### src/rtl/cbu_pkg.sv
//------------------------------------------------------------------------------
// cbu_pkg
// Shared types and constants for the character buffer with undo and redo.
//------------------------------------------------------------------------------
`default_nettype none

package cbu_pkg;

  localparam int CBU_BUFFER_DEPTH = 256;
  localparam int CBU_STACK_DEPTH  = 256;

  localparam logic [2:0] OP_INSERT = 3'd0;
  localparam logic [2:0] OP_DELETE = 3'd1;
  localparam logic [2:0] OP_UNDO   = 3'd2;
  localparam logic [2:0] OP_REDO   = 3'd3;
  localparam logic [2:0] OP_READ   = 3'd4;

  typedef enum logic [1:0] {
    ST_DONE   = 2'd0,
    ST_EMPTY  = 2'd1,
    ST_BADPOS = 2'd2,
    ST_FULL   = 2'd3
  } status_t;

  typedef enum logic {
    S_IDLE,
    S_EXEC
  } state_t;

  typedef struct packed {
    logic [2:0] opcode;
    logic [7:0] position;
    logic [7:0] char_in;
  } cmd_t;

  typedef struct packed {
    logic [7:0] char_out;
    logic [8:0] buffer_length;
    logic [1:0] status;
  } rsp_t;

  // edit record: kind set for a delete
  typedef struct packed {
    logic       kind;
    logic [7:0] ch;
    logic [7:0] pos;
  } rec_t;

  typedef struct packed {
    logic       ins_en;
    logic       del_en;
    logic [7:0] pos;
    logic [7:0] ch;
  } cell_ctrl_t;

endpackage

`default_nettype wire

### src/rtl/cbu_cell.sv
//------------------------------------------------------------------------------
// cbu_cell
// One character slot of the buffer chain; shifts right on insert, left on delete.
//------------------------------------------------------------------------------
`default_nettype none

module cbu_cell #(
  parameter int IDX = 0
) (
  input  wire                    clk,
  input  cbu_pkg::cell_ctrl_t    ctrl,
  input  wire  [7:0]             left,
  input  wire  [7:0]             right,
  output logic [7:0]             q
);
  import cbu_pkg::*;

  localparam int IdxBits = (IDX > 0) ? $clog2(IDX + 1) : 1;
  localparam int CmpW    = (IdxBits > 8) ? IdxBits : 8;
  localparam logic [CmpW-1:0] MyIdx = CmpW'(IDX);

  logic [CmpW-1:0] pos_c;
  logic            above;
  logic            at;

  assign pos_c = CmpW'(ctrl.pos);
  assign above = MyIdx > pos_c;
  assign at    = MyIdx == pos_c;

  always_ff @(posedge clk) begin
    if (ctrl.ins_en) begin
      if (above) begin
        q <= left;
      end else if (at) begin
        q <= ctrl.ch;
      end
    end else if (ctrl.del_en && (above || at)) begin
      q <= right;
    end
  end

endmodule

`default_nettype wire

### config.mk
export PLATFORM = sky130hd
export DESIGN_NAME = cbu_cell
export DESIGN_NICKNAME = d
export VERILOG_FILES = /design/src/rtl/cbu_pkg.sv /design/src/rtl/cbu_cell.sv
export SDC_FILE = /design/constraint.sdc
export NUM_CORES = 1
export LEC_CHECK = 0
export BUFFER_PORTS_ARGS = -buffer_cell sky130_fd_sc_hd__buf_2
export CAP_MARGIN = 15
export CORE_AREA = 2 2 39 41
export DETAILED_ROUTE_END_ITERATION = 8
export DIE_AREA = 0 0 41 43
export PLACE_DENSITY = 0.78
export SYNTH_ARGS = -nofsm -noshare
export SYNTH_HDL_FRONTEND = slang
export SYNTH_SLANG_ARGS = --single-unit
### constraint.sdc
create_clock -name clk -period 1.21 [get_ports clk]
set_input_delay 0.121 -clock clk [delete_from_list [all_inputs] [get_ports clk]]
set_output_delay 0.121 -clock clk [all_outputs]
set_load 0.01 [all_outputs]
==> summary.md <==
| Metric | Value |
|---|---|
| Status | finished clean |
| Switch share | 0.169 |
| Area Overhead vs Synth | 51.1% |
| TritonCTS clock tree | built |
| Cts hold-fix bufs | 0 |
| # clock sinks | 8 |
| Number of remaining DRC errors | 0 |
| Worst EP arrival | 850 ps |
| Synth Flop Type | edfxtp_1 |
| Detailed-route wire length per cell | 9.92 um |
| Largest net degree at the start of global routing | 10 |
| WS Path Type | input pin to flip-flop |
| Setup violations, final | 0 |
| Via/cell ratio | 4.19 |
| Rows | 14 |
| Clock power share | 0.321 |
| Max clock buf depth | 2 |
| Slew Limit Fails | 0 |
| Post-synthesis sequential area ratio | 0.610 |
| Ys async rst share | 0 |
| Grt ovf | 0 |
| Layout Nets | 93 |
| Worst vdd ir | around 0.42 mV |
| Gates resized, CTS repair | 0 |
| Syn. warnings | 0 |
| Place WS | approximately 15 ps |
| Yosys top cell area share | 0.610 |
| Mapped cell area | between 300 and 400 um^2 |
| Power Density | 975 nW/um^2 |
| H-tree levels | 1 |
| Clk Tree Root Cell | clkbuf_4 |
| Crit path max fanout | 8 |
| Starting density of the core | 0.285 |
| Number of global-route vias before repair | approximately 290 |
| Top post-synthesis cells by area | edfxtp_1, mux2_4, nor4_1 |
| CP required | 1130 ps |
| Ports | 43 |
| Most frequent cells after synthesis | edfxtp_1, mux2_4, nor4_1, buf_6, o211a_1 |
| Drt pass-1 iters | 1 |
| Layout cells sized above 1 | 0.804 |
| Post-synthesis cell count | 20 |
| Post-Route WL | around 710 um |
| Cell taking the most area after synthesis | edfxtp_1 |
| Distinct cell type count after synthesis | 5 |
| Initial antenna violation count | 0 |
| Setup tns final | 0 ps |
| Critical Path Start Type | input pin |
| Mean post-synth cell area | around 20 um^2 |
| Post-synth EDFFs | 8 |
| Sw Pwr | between 90 and 100 uW |
| Vias after detailed routing | between 300 and 400 |
| Final worst slack | ~280 ps |
| Max reg flops | 8 |
| Part of the cycle the worst path needs | 0.770 |
| PortBufs | 34 |
| Die area | around 1800 um^2 |
| Flops & latches, synth | 8 |
| Int Pwr | between 400 and 500 uW |
| Slew @ Worst Pin | 283 ps |
| Reg power frac | 0.532 |
| Min Clock Period, post-route | roughly 930 ps |
| Placed insts | 69 |
| GRT Resource Usage Total | 0.0979 |
| Maxcap violations | 0 |
| First-pass GRT wire length | between 1000 and 1500 um |
| Rel. slew slack | 0.811 |
| # diodes | 0 |
| Initial drt markers | 0 |
| Die width | between 40 and 50 um |
| Setup crit end kind | flip-flop |
| Die H | approximately 43 um |
| Gpl congestion | 0.689 |
| Hold Violations, Final | 0 |
| Top Registers | q x8 |
| CTS buffer count | 3 |
| Combinational power share | 0.147 |
| Total power | slightly below 600 uW |
| F_max | 1070 MHz |
| Leak Pwr | 0.000299 uW |
| Post-CTS Setup Inserts | 0 |
| Clock Pin Slew Worst Setup and Hold Paths | about 50 ps |
| Worst Hold Class | input pin to flip-flop |
| Core area | roughly 1400 um^2 |
| Largest Register | q |
| Antenna Nets Post-Route | 0 |
| Final Non-Filler Cells | between 70 and 80 |
| Setup repair after global routing missed its margin | false |
| Synth Net Count | 55 |
critical path, stage by stage:
cell and delay (ps):
buf_2 90, nor4_1 270, o211a_1 360
worst paths after layout:
kind	start	endpoint	cells after the start
setup / recovery	ctrl[14]	q[2]	3
hold / removal	right[0]	q[0]	2
layout by cell type, fill, tap and decap left out:
| cell | instances |
|---|---|
| buf_2 | 34 |
| clkbuf_4 | 3 |
| edfxtp_1 | 8 |
| mux2_4 | 8 |
| nor4_1 | 2 |
| o211a_1 | 1 |
metal layers:
layer / up-vias / part of all wire / wire (um) / track usage
li1: 154 / - / - / -
met1: 120 / 0.37 / 263 / 0.118
met2: 26 / 0.44 / 316 / 0.141
met3: 2 / 0.18 / 129 / 0.0366
met4: 0 / 0.0070 / 5 / 0.0600
met5: - / 0 / 0 / 0
through the flow:
step / hold slack (ps) / cell area [um^2] / utilization
after floorplan: 338 / 394 / -
after global placement: 426 / 573 / 0.414
after detailed placement: 428 / 573 / 0.414
after CTS: 179 / 596 / 0.430
after global routing: 186 / 596 / 0.430
final: 179 / 596 / 0.430
cell type report:
cell class,count,area [um^2]
Clock buffer,3,22.5
Fill cell,126,788
Multi-Input combinational cell,11,143
Sequential cell,8,240
Tap cell,16,20.0
Timing Repair Buffer,34,170
cells by family after synthesis:
family                 after synthesis  synth area share
and+or+nand+nor                      2            0.0317
DFF                                  8             0.610
buffers and inverters                1            0.0286
AOI/OAI and AO/OA                    1            0.0254
muxes                                8             0.305
power by group through the flow:
stage	clock network (uW)	logic (uW)	registers (uW)
6_report	186	85.4	309
4_1_cts	189	87.0	309
3_5_place_dp	0	87.0	314
2_1_floorplan	0	45.0	314
3_3_place_gp	0	85.4	314
5_1_grt	194	94.7	309
(Power assumes the default switching activity.)
